File: src/rtl/tpsa_pkg.sv
// Shared constants, types and search functions for the two-pool slot allocator.
package tpsa_pkg;

  localparam int SMALL_SLOTS = 8;
  localparam int LARGE_SLOTS = 8;
  localparam int SMALL_SHIFT = 5;  // 32-byte small slots
  localparam int LARGE_SHIFT = 6;  // 64-byte large slots

  localparam int SLOT_W = 4;
  localparam int OFFSET_W = 10;
  localparam int MAP_W = 8;
  localparam int IN_TDATA_W = 8;
  localparam int IN_TUSER_W = 2;
  localparam int OUT_TDATA_W = 32;

  localparam logic [OFFSET_W-1:0] LARGE_BASE = OFFSET_W'(SMALL_SLOTS << SMALL_SHIFT);

  typedef enum logic {
    OP_ALLOC = 1'b0,
    OP_FREE  = 1'b1
  } op_t;

  typedef enum logic {
    SIZE_SMALL = 1'b0,
    SIZE_LARGE = 1'b1
  } size_t;

  typedef struct packed {
    logic                found;
    logic [SLOT_W-1:0]   idx;
  } hit_t;

  typedef struct packed {
    logic                success;
    logic [SLOT_W-1:0]   slot;
    logic [OFFSET_W-1:0] byte_offset;
  } result_t;

  // Lowest clear bit of the small map.
  function automatic hit_t first_free_small(input logic [SMALL_SLOTS-1:0] map);
    hit_t h;
    h = '0;
    for (int i = SMALL_SLOTS - 1; i >= 0; i--) begin
      if (!map[i]) begin
        h.found = 1'b1;
        h.idx   = SLOT_W'(i);
      end
    end
    return h;
  endfunction

  // Lowest clear bit of the large map.
  function automatic hit_t first_free_large(input logic [LARGE_SLOTS-1:0] map);
    hit_t h;
    h = '0;
    for (int i = LARGE_SLOTS - 1; i >= 0; i--) begin
      if (!map[i]) begin
        h.found = 1'b1;
        h.idx   = SLOT_W'(i);
      end
    end
    return h;
  endfunction

  // Lowest pair of adjacent clear bits in the small map.
  function automatic hit_t first_pair_small(input logic [SMALL_SLOTS-1:0] map);
    hit_t h;
    h = '0;
    for (int i = SMALL_SLOTS - 2; i >= 0; i--) begin
      if (!map[i] && !map[i+1]) begin
        h.found = 1'b1;
        h.idx   = SLOT_W'(i);
      end
    end
    return h;
  endfunction

endpackage

File: src/rtl/two_pool_bitmap_slot_allocator_unit.sv
// Two-pool bitmap slot allocator: input register, first-fit stage, result register.
// The input word waits in the input register and passes through the first-fit stage into
// the result register when that register is empty or being taken. Throughput: one word per
// cycle while results are taken; the bitmaps update in the same edge that loads the result.
// The input register stalls only when the result register is full and not taken.
// Reset (rst_n low, synchronous) empties both registers and marks every slot free.
module two_pool_bitmap_slot_allocator_unit (
  input  logic                                 clk,
  input  logic                                 rst_n,
  input  logic                                 in_tvalid,
  output logic                                 in_tready,
  input  logic [tpsa_pkg::IN_TDATA_W-1:0]      in_tdata,   // [3:0] free_slot, [7:4] zero
  input  logic [tpsa_pkg::IN_TUSER_W-1:0]      in_tuser,   // [0] op, [1] item_size
  output logic                                 out_tvalid,
  input  logic                                 out_tready,
  // [3:0] slot, [13:4] byte_offset, [21:14] small_occupancy, [29:22] large_occupancy
  output logic [tpsa_pkg::OUT_TDATA_W-1:0]     out_tdata,
  output logic                                 out_tuser   // [0] success
);

  logic                             in_valid_r;
  logic                             op_r;
  logic                             size_r;
  logic [tpsa_pkg::SLOT_W-1:0]      slot_r;
  logic [tpsa_pkg::SMALL_SLOTS-1:0] small_map_r;
  logic [tpsa_pkg::LARGE_SLOTS-1:0] large_map_r;
  logic                             out_valid_r;
  tpsa_pkg::result_t                res_r;

  tpsa_pkg::result_t                res_nxt;
  logic [tpsa_pkg::SMALL_SLOTS-1:0] small_map_nxt;
  logic [tpsa_pkg::LARGE_SLOTS-1:0] large_map_nxt;
  logic                             advance;

  assign advance   = in_valid_r && (!out_valid_r || out_tready);
  assign in_tready = !in_valid_r || advance;

  tpsa_pick u_pick (
    .op             (op_r),
    .item_size      (size_r),
    .free_slot      (slot_r),
    .small_map      (small_map_r),
    .large_map      (large_map_r),
    .result         (res_nxt),
    .small_map_next (small_map_nxt),
    .large_map_next (large_map_nxt)
  );

  always_ff @(posedge clk) begin
    if (!rst_n) begin
      in_valid_r  <= 1'b0;
      out_valid_r <= 1'b0;
      small_map_r <= '0;
      large_map_r <= '0;
    end else begin
      if (in_tready) begin
        in_valid_r <= in_tvalid;
      end
      if (advance) begin
        out_valid_r <= 1'b1;
        small_map_r <= small_map_nxt;
        large_map_r <= large_map_nxt;
      end else if (out_tready) begin
        out_valid_r <= 1'b0;
      end
    end
  end

  always_ff @(posedge clk) begin
    if (in_tready && in_tvalid) begin
      op_r   <= in_tuser[0];
      size_r <= in_tuser[1];
      slot_r <= in_tdata[tpsa_pkg::SLOT_W-1:0];
    end
    if (advance) begin
      res_r <= res_nxt;
    end
  end

  // occupancy fields show the maps as of the word in the result register
  assign out_tvalid = out_valid_r;
  assign out_tuser  = res_r.success;
  assign out_tdata  = {2'b00,
                       tpsa_pkg::MAP_W'(large_map_r),
                       tpsa_pkg::MAP_W'(small_map_r),
                       res_r.byte_offset,
                       res_r.slot};

endmodule

File: src/rtl/tpsa_pick.sv
// Combinational first-fit search, free decode and next bitmap values.
module tpsa_pick (
  input  logic                             op,
  input  logic                             item_size,
  input  logic [tpsa_pkg::SLOT_W-1:0]      free_slot,
  input  logic [tpsa_pkg::SMALL_SLOTS-1:0] small_map,
  input  logic [tpsa_pkg::LARGE_SLOTS-1:0] large_map,
  output tpsa_pkg::result_t                result,
  output logic [tpsa_pkg::SMALL_SLOTS-1:0] small_map_next,
  output logic [tpsa_pkg::LARGE_SLOTS-1:0] large_map_next
);

  tpsa_pkg::hit_t s_hit;
  tpsa_pkg::hit_t l_hit;
  tpsa_pkg::hit_t p_hit;
  logic [tpsa_pkg::SLOT_W:0] large_rel;
  logic [tpsa_pkg::SLOT_W:0] pair_hi;

  assign s_hit     = tpsa_pkg::first_free_small(small_map);
  assign l_hit     = tpsa_pkg::first_free_large(large_map);
  assign p_hit     = tpsa_pkg::first_pair_small(small_map);
  assign large_rel = {1'b0, free_slot} - (tpsa_pkg::SLOT_W + 1)'(tpsa_pkg::SMALL_SLOTS);
  assign pair_hi   = {1'b0, free_slot} + (tpsa_pkg::SLOT_W + 1)'(1);

  function automatic logic [tpsa_pkg::OFFSET_W-1:0] small_off(
    input logic [tpsa_pkg::SLOT_W-1:0] idx);
    return tpsa_pkg::OFFSET_W'(idx) << tpsa_pkg::SMALL_SHIFT;
  endfunction

  function automatic logic [tpsa_pkg::OFFSET_W-1:0] large_off(
    input logic [tpsa_pkg::SLOT_W-1:0] idx);
    return tpsa_pkg::LARGE_BASE + (tpsa_pkg::OFFSET_W'(idx) << tpsa_pkg::LARGE_SHIFT);
  endfunction

  always_comb begin
    result         = '0;
    small_map_next = small_map;
    large_map_next = large_map;
    if (op == tpsa_pkg::OP_ALLOC) begin
      if (item_size == tpsa_pkg::SIZE_SMALL) begin
        priority if (s_hit.found) begin
          small_map_next[s_hit.idx[$clog2(tpsa_pkg::SMALL_SLOTS)-1:0]] = 1'b1;
          result.success     = 1'b1;
          result.slot        = s_hit.idx;
          result.byte_offset = small_off(s_hit.idx);
        end else if (l_hit.found) begin
          // small pool full: spill into the large pool
          large_map_next[l_hit.idx[$clog2(tpsa_pkg::LARGE_SLOTS)-1:0]] = 1'b1;
          result.success     = 1'b1;
          result.slot        = tpsa_pkg::SLOT_W'(tpsa_pkg::SMALL_SLOTS) + l_hit.idx;
          result.byte_offset = large_off(l_hit.idx);
        end else begin
          // no room anywhere: fail, maps unchanged
          result = '0;
        end
      end else begin
        priority if (l_hit.found) begin
          large_map_next[l_hit.idx[$clog2(tpsa_pkg::LARGE_SLOTS)-1:0]] = 1'b1;
          result.success     = 1'b1;
          result.slot        = tpsa_pkg::SLOT_W'(tpsa_pkg::SMALL_SLOTS) + l_hit.idx;
          result.byte_offset = large_off(l_hit.idx);
        end else if (p_hit.found) begin
          // large pool full: take two adjacent small slots
          small_map_next[p_hit.idx[$clog2(tpsa_pkg::SMALL_SLOTS)-1:0]]     = 1'b1;
          small_map_next[p_hit.idx[$clog2(tpsa_pkg::SMALL_SLOTS)-1:0] + 1'b1] = 1'b1;
          result.success     = 1'b1;
          result.slot        = p_hit.idx;
          result.byte_offset = small_off(p_hit.idx);
        end else begin
          result = '0;
        end
      end
    end else begin
      result.success = 1'b1;
      result.slot    = free_slot;
      priority if (32'(free_slot) < tpsa_pkg::SMALL_SLOTS) begin
        small_map_next[free_slot[$clog2(tpsa_pkg::SMALL_SLOTS)-1:0]] = 1'b0;
        // upper half of a pair beyond the pool is ignored
        if (item_size == tpsa_pkg::SIZE_LARGE && 32'(pair_hi) < tpsa_pkg::SMALL_SLOTS) begin
          small_map_next[pair_hi[$clog2(tpsa_pkg::SMALL_SLOTS)-1:0]] = 1'b0;
        end
        result.byte_offset = small_off(free_slot);
      end else if (32'(large_rel) < tpsa_pkg::LARGE_SLOTS) begin
        large_map_next[large_rel[$clog2(tpsa_pkg::LARGE_SLOTS)-1:0]] = 1'b0;
        result.byte_offset = large_off(large_rel[tpsa_pkg::SLOT_W-1:0]);
      end else begin
        // beyond both pools: nothing cleared, offset zero
        result.byte_offset = '0;
      end
    end
  end

endmodule

File: config.mk
export PLATFORM = sky130hd
export DESIGN_NAME = two_pool_bitmap_slot_allocator_unit
export DESIGN_NICKNAME = d
export VERILOG_FILES = /design/src/rtl/tpsa_pkg.sv /design/src/rtl/two_pool_bitmap_slot_allocator_unit.sv /design/src/rtl/tpsa_pick.sv
export SDC_FILE = /design/constraint.sdc
export NUM_CORES = 1
export LEC_CHECK = 0
export BUFFER_PORTS_ARGS = -buffer_cell sky130_fd_sc_hd__buf_2
export CORE_MARGIN = 8
export CORE_UTILIZATION = 33
export DETAILED_ROUTE_END_ITERATION = 10
export SYNTH_ARGS = -nofsm -noshare
export SYNTH_HDL_FRONTEND = slang
export SYNTH_SLANG_ARGS = --single-unit
File: constraint.sdc
create_clock -name clk -period 2.6 [get_ports clk]
set_clock_uncertainty 0.05 [all_clocks]
set_input_delay 0.52 -clock clk [delete_from_list [all_inputs] [get_ports clk]]
set_output_delay 0.52 -clock clk [all_outputs]
set_load 0.02 [all_outputs]
==> impl.org, run 1 <==
** CTS
- Counting the buffers created by CTS gives 5.
- Counting along the longest clock path gives a buffer depth of 2.
- At the later pin of the worst-skew pair, clock insertion delay measures 290 ps.
- Clock sink total :: 34
- The tree is rooted in a clkbuf_8.
- CTS built an H-tree with a depth of 2.
- Clock-pin slew was measured on the worst setup and hold paths at 70 ps.
- Post-CTS Setup Inserts :: 0
- TritonCTS clock tree :: yes

** Die
- Effective utilization at floorplan :: 0.3385
- In this run the count of I/O pins placed on the die edge is between 40 and 50.
- Die Span X :: between 100 and 150 um
- Placeable Area :: between 7000 and 8000 um2
- The die covers around 11,000 um2.
- The die is between 100 and 150 um tall.
- Number of standard-cell rows in the floorplan :: 32

** Placed design
- Cell area after placement :: 2905 um2
- Input and output buffers added on the ports amount to 37.
- The congestion estimate from routability-driven global placement came to 0.8851.
- Placed cells :: between 400 and 500
- Summed over all nets, the half-perimeter wirelength after detailed placement is between 5 and 6 mm.

** Pwr
- Internal portion of total power :: 1084 uW
- The analysis attributes to net switching a power of ~380 uW.
- Pwr/cell area :: 478.6 nW/um2
- In this run the static leakage power is 0.001140 uW.
- The share of total power dissipated in the clock network is 0.409.
- Highest ir drop seen on vdd :: 0.2619 mV
- The share of total power dissipated in sequential elements is 0.417.
- Logic gate share of total power :: 0.174
- Of the total power, the share spent switching nets is 0.2575.

** Worst setup path
- Counting both buffers and inverters, the worst setup path holds a total of 2.
- Crit path launch :: small_map_r[3]
- Kind of cell adding the most delay to the critical path :: compound AO/OA/AOI/OAI gates
- Launching element type of the critical path :: register
- Slowest cell delay on critical path :: 530 ps
- Capturing element type of the critical path :: register
- For the worst setup path, the data arrival time is 2590 ps.
- The worst register-to-register path begins at small_map_r[3].
- The setup check on the worst reg-to-reg path leaves a slack of between 150 and 200 ps.
- Top fanout value on the critical path :: 6
- Critical-path cell list :: and4bb_1 > o22a_2 > nand2_2 > inv_2 > ha_1 > inv_1 > o2111ai_1 > a2111oi_1 > a211oi_1 > o22ai_1
- Category of the most critical setup path :: reg -> reg
- Cell at the slowest stage of the critical path :: a2111oi_1
- Required time reported for the critical path endpoint :: 2760 ps

** Global routing
- The number of global-route vias before repair came to 2,443.
- Entering global routing, the biggest net connects 23 pins.
- GRT overflow :: 0
- The first global-routing pass estimated 12.17 mm of wire.
- The initial antenna violation count was 0.
- GR Util All Layers :: 0.1325

** Timing
- Clock period minus worst slack :: between 2000 and 2500 ps
- Max_slew headroom :: 0.5954
- Hold Vio Cnt, Final :: 0
- Adding up every negative setup slack in the final design gives 0 ps.
- Highest Clock Rate :: 0.4116 GHz
- Pins over their slew limit :: 0
- Dividing the final minimum period by the clock period gives 0.9344.
- At the pin with the least slew margin, the transition time is around 600 ps.
- Setup violations remaining at the end of the flow were counted as 0.
- Setup repair after global routing left no endpoint under its margin.

** Synthesis
- Synthesized area per cell :: 8.378 um2
- After synthesis, the cell types taking the most area are edfxtp_1, dfxtp_1, nand2_1, o21ai_0, buf_4.
- During synthesis, Yosys emitted a total of 0 warnings.
- The synthesized netlist occupies a cell area of 2589 um2.
- Flip-flop and latch count after synthesis :: 34
- For this run, the register share of the synthesized area comes to 0.3248.
- The biggest area contributor in the post-synthesis netlist is edfxtp_1.
- Area share of the largest cell type after synthesis :: 0.1856
- Yosys mapped a number of flops with a built-in enable equal to 16.
- Fraction of registers with async set or reset after synthesis :: 0
- Prevailing post-synth register cell :: dfxtp_1
- In the synthesized netlist, the number of instances is ~310.
- Synth unique cells :: 68

** Drt
- The first routing iteration left 251 violations.
- Before antenna repair, the detailed router went through 4 iterations.
- WL per Instance :: 16.52 um
- The routed design has 7.499 mm of wire.
- Vias/cell :: 5.665
- After detailed routing, the number of remaining DRC violations is 0.
- The detail route stage leaves a number of antenna-violating nets equal to 0.
- The routed layout has 2,572 vias.

** Worst hold path
- Startpoint of the lowest-slack hold path :: in_tdata[3]
- The path class of the tightest hold or removal check is in -> reg.

** Cells and area
- Number of fill cells in the layout :: 782
- For this run, the post-layout net count is 367.
- In the final layout, flip-flops and latches occupy 843.3 um2.
- Final Cell Area :: 3052 um2
- Relative to the synthesized area, the layout overhead comes to 17.88%.
- Layout cell share with drive strength beyond 1 :: 0.2528
- For this run, the number of standard cells in the final layout without fillers is 454.
- Footprint of the multi-input gates :: between 1500 and 2000 um2
- The repair_antennas step left the layout with diodes totalling 0.

** Run
- Across the run, the number of max-cap violations was 0.

** Run status
- Run status :: complete, no violations
## metrics by stage
step                      utilization  hold WS, ps  worst slack (ps)  power (uW)
after detailed placement       0.3799        470.9             147.5       869.4
final                          0.3991        356.1             170.6        1461
after floorplan                     -        455.4             119.6       797.6
after global routing           0.3991        352.4             6.523        1517
after global placement         0.3799        472.6             134.2       869.0
after CTS                      0.3986        349.0             112.9        1468
## flip-flops by register name (all words and copies together), names as in the netlist, 4 cells and up
| register | count |
|---|---|
| slot_r | 4 |
| out_tdata | 9 |
| large_map_r | 8 |
| small_map_r | 8 |
## per-layer routing
metal / global-route usage / vias up / part of all wire
met5: 0 / - / 0
met4: 0.04587 / 0 / 0.0099
met3: 0.03563 / 9 / 0.076
met2: 0.2049 / 111 / 0.46
met1: 0.1740 / 1198 / 0.46
li1: - / 1254 / -
## cells in the final DEF, fill, tap and decap left out, types with 6 or more instances in the layout
cell type,instances
dfxtp_1,16
a31oi_1,12
a211oi_1,6
nand3_1,10
inv_1,6
edfxtp_1,16
conb_1,7
o21ai_0,17
nor2_1,21
clkbuf_8,6
nor3_1,11
a21oi_1,13
buf_2,37
buf_4,23
nand2_1,27
nor2b_1,13
## synth_stat cells, types with 3 or more instances
library cell and count:
nor2b_1 13, o211ai_1 5, a31oi_1 12, dfxtp_1 18, nand3_1 10, o41ai_1 3, a211oi_1 6, edfxtp_1 16
nand4_1 3, o21a_1 5, o2111ai_1 3, and4_1 3, and2_1 3, buf_2 3, buf_4 11, nor4_1 5
o21ai_0 17, a21oi_2 3, nor3_1 11, and3b_1 3, a21oi_1 13, nand2b_1 5, inv_1 6, nand2_1 27
a21boi_0 3, a32o_1 4, o31ai_1 4, nor2_1 21, a311oi_1 3, clkbuf_1 13, buf_6 4, nor3b_1 3
o22ai_1 4
## power by group through the flow
stage               combinational (uW)  clock (uW)  sequential [uW]
finish                             254         598              608
global route                       278         629              611
CTS                                251         610              608
detailed placement                 250           0              619
global placement                   251           0              618
floorplan                          171           0              627
## area by class of cell
| class | count | area share |
|---|---|---|
| tap | 102 | 0.04182 |
| inverter | 7 | 0.008610 |
| sequential | 34 | 0.2763 |
| timing repair buffer | 60 | 0.1173 |
| multi-input combinational | 243 | 0.5092 |
| clock inverter | 2 | 0.01968 |
| clock buffer | 6 | 0.02706 |
## logic make-up after synthesis
logic type      count (synthesis)  share of synthesized area
other cells                     1                   0.001449
compound gates                104                     0.2939
buf+inv                        38                    0.08410
fa+ha+maj                       2                   0.009665
xor+xnor                        1                   0.003384
mux                             2                   0.007734
simple gates                  127                     0.2750
flops                          34                     0.3248
## final timing paths
check / cells past startpoint / end
worst max-delay path: 10 / small_map_r[6]
worst min-delay path: 1 / slot_r[3]
worst max register to register: 10 / small_map_r[6]
worst min register to register: 2 / large_map_r[5]
## what timing repair did
action / CTS / global route
setup endpoints to repair: 0 / 2
hold buffers: 0 / 0
resized for setup: 0 / 3
(Power assumes the default switching activity.)
==> inputs of run 2 (changes only) <==
--- a/config.mk
+++ b/config.mk
@@ -5,10 +5,12 @@
 export SDC_FILE = /design/constraint.sdc
 export NUM_CORES = 1
 export LEC_CHECK = 0
-export BUFFER_PORTS_ARGS = -buffer_cell sky130_fd_sc_hd__buf_2
 export CORE_MARGIN = 8
 export CORE_UTILIZATION = 33
 export DETAILED_ROUTE_END_ITERATION = 10
+export DONT_BUFFER_PORTS = 1
+export PLACE_DENSITY = 0.56
+export SETUP_SLACK_MARGIN = 0.15
 export SYNTH_ARGS = -nofsm -noshare
 export SYNTH_HDL_FRONTEND = slang
 export SYNTH_SLANG_ARGS = --single-unit
==> run 2 against run 1 <==
Setup slack better by 110 ps; critical endpoint is now small_map_r[1]; critical path type unchanged; sequential share of layout area up 1.5 points; clock power decreased by 17%.
==> impl.org, run 2 (same netlist as run 1, synthesis figures left out) <==
** Run status
- The run finished with clean final reports.

** Pwr
- IR analysis of the VDD net gives a maximum drop of around 0.17 mV.
- Static power due to leakage :: 0.0009812 uW
- Pwr/cell area :: 463.1 nW/um2

** Drt
- After detailed routing, the average wire length per cell comes to 17.82 um.
- Once detail routing completed, the nets flagged for antenna violations numbered 0.
- Final routed DRC violation total :: 0
- Wire segments on met2 add up to 3.200 mm in the final route.
- Highest metal layer with signal wires :: met4
- DRT Pass-1 Iters :: 5
- Vias/cell :: 5.749
- Drt total wl :: 7.539 mm
- The routed design uses 753 um of met3 wire.
- The detailed router finished its first iteration with 235 violations.
- In the final routing, the length of wire on met1 measures 3.466 mm.
- Vias after detailed routing :: between 2,000 and 2,500

** Global routing
- Pin count of the biggest net entering global routing :: 23
- First-pass GRT wire length :: 12.46 mm
- The initial antenna violation count came to 0.
- Vias in the first global route :: 2,371
- GR Util All Layers :: 0.1366
- GRT overflow :: 0

** Cells and area
- Number of inserted diodes :: 0
- Once layout is complete, the utilization of the core stands at 0.3791.
- Of the cells placed in the final design, the portion with a size suffix greater than 1 is 0.1963.
- Synthesis-to-finish area growth :: 11.99%
- Most common cell after layout, fill and taps aside :: buf_4
- Post-route insts no fill :: 423
- Number of nets in the finished design :: 336
- The register with the most flip-flops in the layout has 9 of them.
- The library cells used most frequently in the layout, excluding fill and tap cells, are buf_4, nand2_1, nor2_1, o21ai_0, edfxtp_1.

** Worst hold path
- The min-delay analysis places its worst path in the category in -> reg.

** Timing
- The final count of hold timing violations is 0.
- Total Neg Setup Slack :: 0 ps
- For the pin with the worst max-slew slack, the measured transition is 589.8 ps.
- Max_slew headroom :: 0.6068
- Of the available clock period, the critical path in the final layout requires 0.8917.
- Derived from the worst setup path, the maximum achievable clock frequency is 0.4313 GHz.
- Subtracting the final worst setup slack from the clock period gives 2318 ps.
- Setup repair after global routing left no endpoint under its margin.
- Setup violations remaining at the end of the flow were counted as 0.
- Pins over their slew limit :: 0

** Worst setup path
- STA classifies the critical path endpoint as a register.
- Reg-to-reg setup timing slack :: 280 ps
- Category of the most critical setup path :: reg -> reg
- The worst setup path is launched from a register.
- Top fanout value on the critical path :: 7
- At the worst endpoint, the arrival time is approximately 2500 ps.
- Required time reported for the critical path endpoint :: between 2000 and 3000 ps

** CTS
- Clk Latency, worst-skew pair :: roughly 300 ps
- Clock sink total :: 34
- In this run the clock root is driven by a clkbuf_8.
- After clock tree synthesis, the clock-pin slew on the worst setup and hold paths is 80 ps.
- The H-tree was split into 2 levels.
- Post_cts resized :: 0
- Once the clock tree was built, the setup fixing pass inserted 0 buffers.
- Cts bufs inserted :: 5
- Clock Tree Buf Depth :: 2
- TritonCTS built the clock tree.
- Hold buffer count at cts :: 0

** Die
- Measured along the x axis, the die boundary spans 104.6 um.
- The floorplan step defined a core boundary enclosing approximately 7600 um2.
- From bottom edge to top edge, the die measures about 100 um.
- I/O pin total :: between 40 and 50
- The die covers about 11,000 um2.
- The floorplan has 32 rows.
- Effective utilization at floorplan :: 0.3385

** Placed design
- Input and output buffers added on the ports amount to 0.
- The HPWL after detailed placement is 5.750 mm.
- The congestion estimate from routability-driven global placement came to 0.8971.
- After detailed placement, the design holds a cell count of 415.

** Run
- Max-cap violations in this run came to 0.
==> run 2: cell types whose count changed in the layout (fill, tap and decap cells not counted), sizes merged <==
cell | previous run | this run
buf | 60 | 29
bufinv | 2 | 1
clkinvlp | 0 | 2
clkbuf | 6 | 5
==> run 2: final cells by class <==
class / count / area [um2]
clock inverter: 3 / 45.04
fill: 782 / 4748
timing repair buffer: 29 / 217.7
inverter: 7 / 26.28
sequential: 34 / 844.6
tap: 102 / 127.6
clock buffer: 5 / 68.82
multi-input combinational: 243 / 1569
==> run 2: report_power, final <==
group / total, uW / leakage [uW] / internal [uW] / switching, uW
Combinational: 230 / 0.000633 / 80.2 / 150
Clock: 498 / 0.0000504 / 285 / 213
Sequential: 615 / 0.000298 / 584 / 30.2
==> run 2: metal layers <==
metal / vias to the layer above / global-route usage
met3: 10 / 0.05344
li1: 1196 / -
met4: 0 / 0.04281
met2: 101 / 0.2004
met1: 1125 / 0.1797
met5: - / 0
==> run 2: metrics by stage <==
step	power (uW)	hold WS, ps	cell area (um2)	worst slack [ps]
after floorplan	797.9	455.4	2613	190.1
after global placement	849.5	479.9	2766	214.8
after detailed placement	849.5	486.9	2766	199.7
after CTS	1344	261.1	2880	183.3
after global routing	1405	245.6	2899	117.7
final	1342	262.2	2899	281.6
==> run 2: path summary, 6_finish.rpt <==
kind	cells past startpoint	startpoint	end
min	0	in_tuser[1]	size_r
min reg2reg	1	in_valid_r	out_tvalid
max	11	small_map_r[5]	small_map_r[1]
max reg2reg	11	small_map_r[5]	small_map_r[1]
==> run 2: worst max-delay path: stages, from the launching register on <==
cell and delay, ps:
dfxtp_2 340, buf_4 160, o21a_1 200, o21ai_2 180, nand2_2 130, inv_2 110
ha_2 200, inv_1 60, o2111ai_2 110, nand2_2 100, or3_1 320, a211oi_1 270
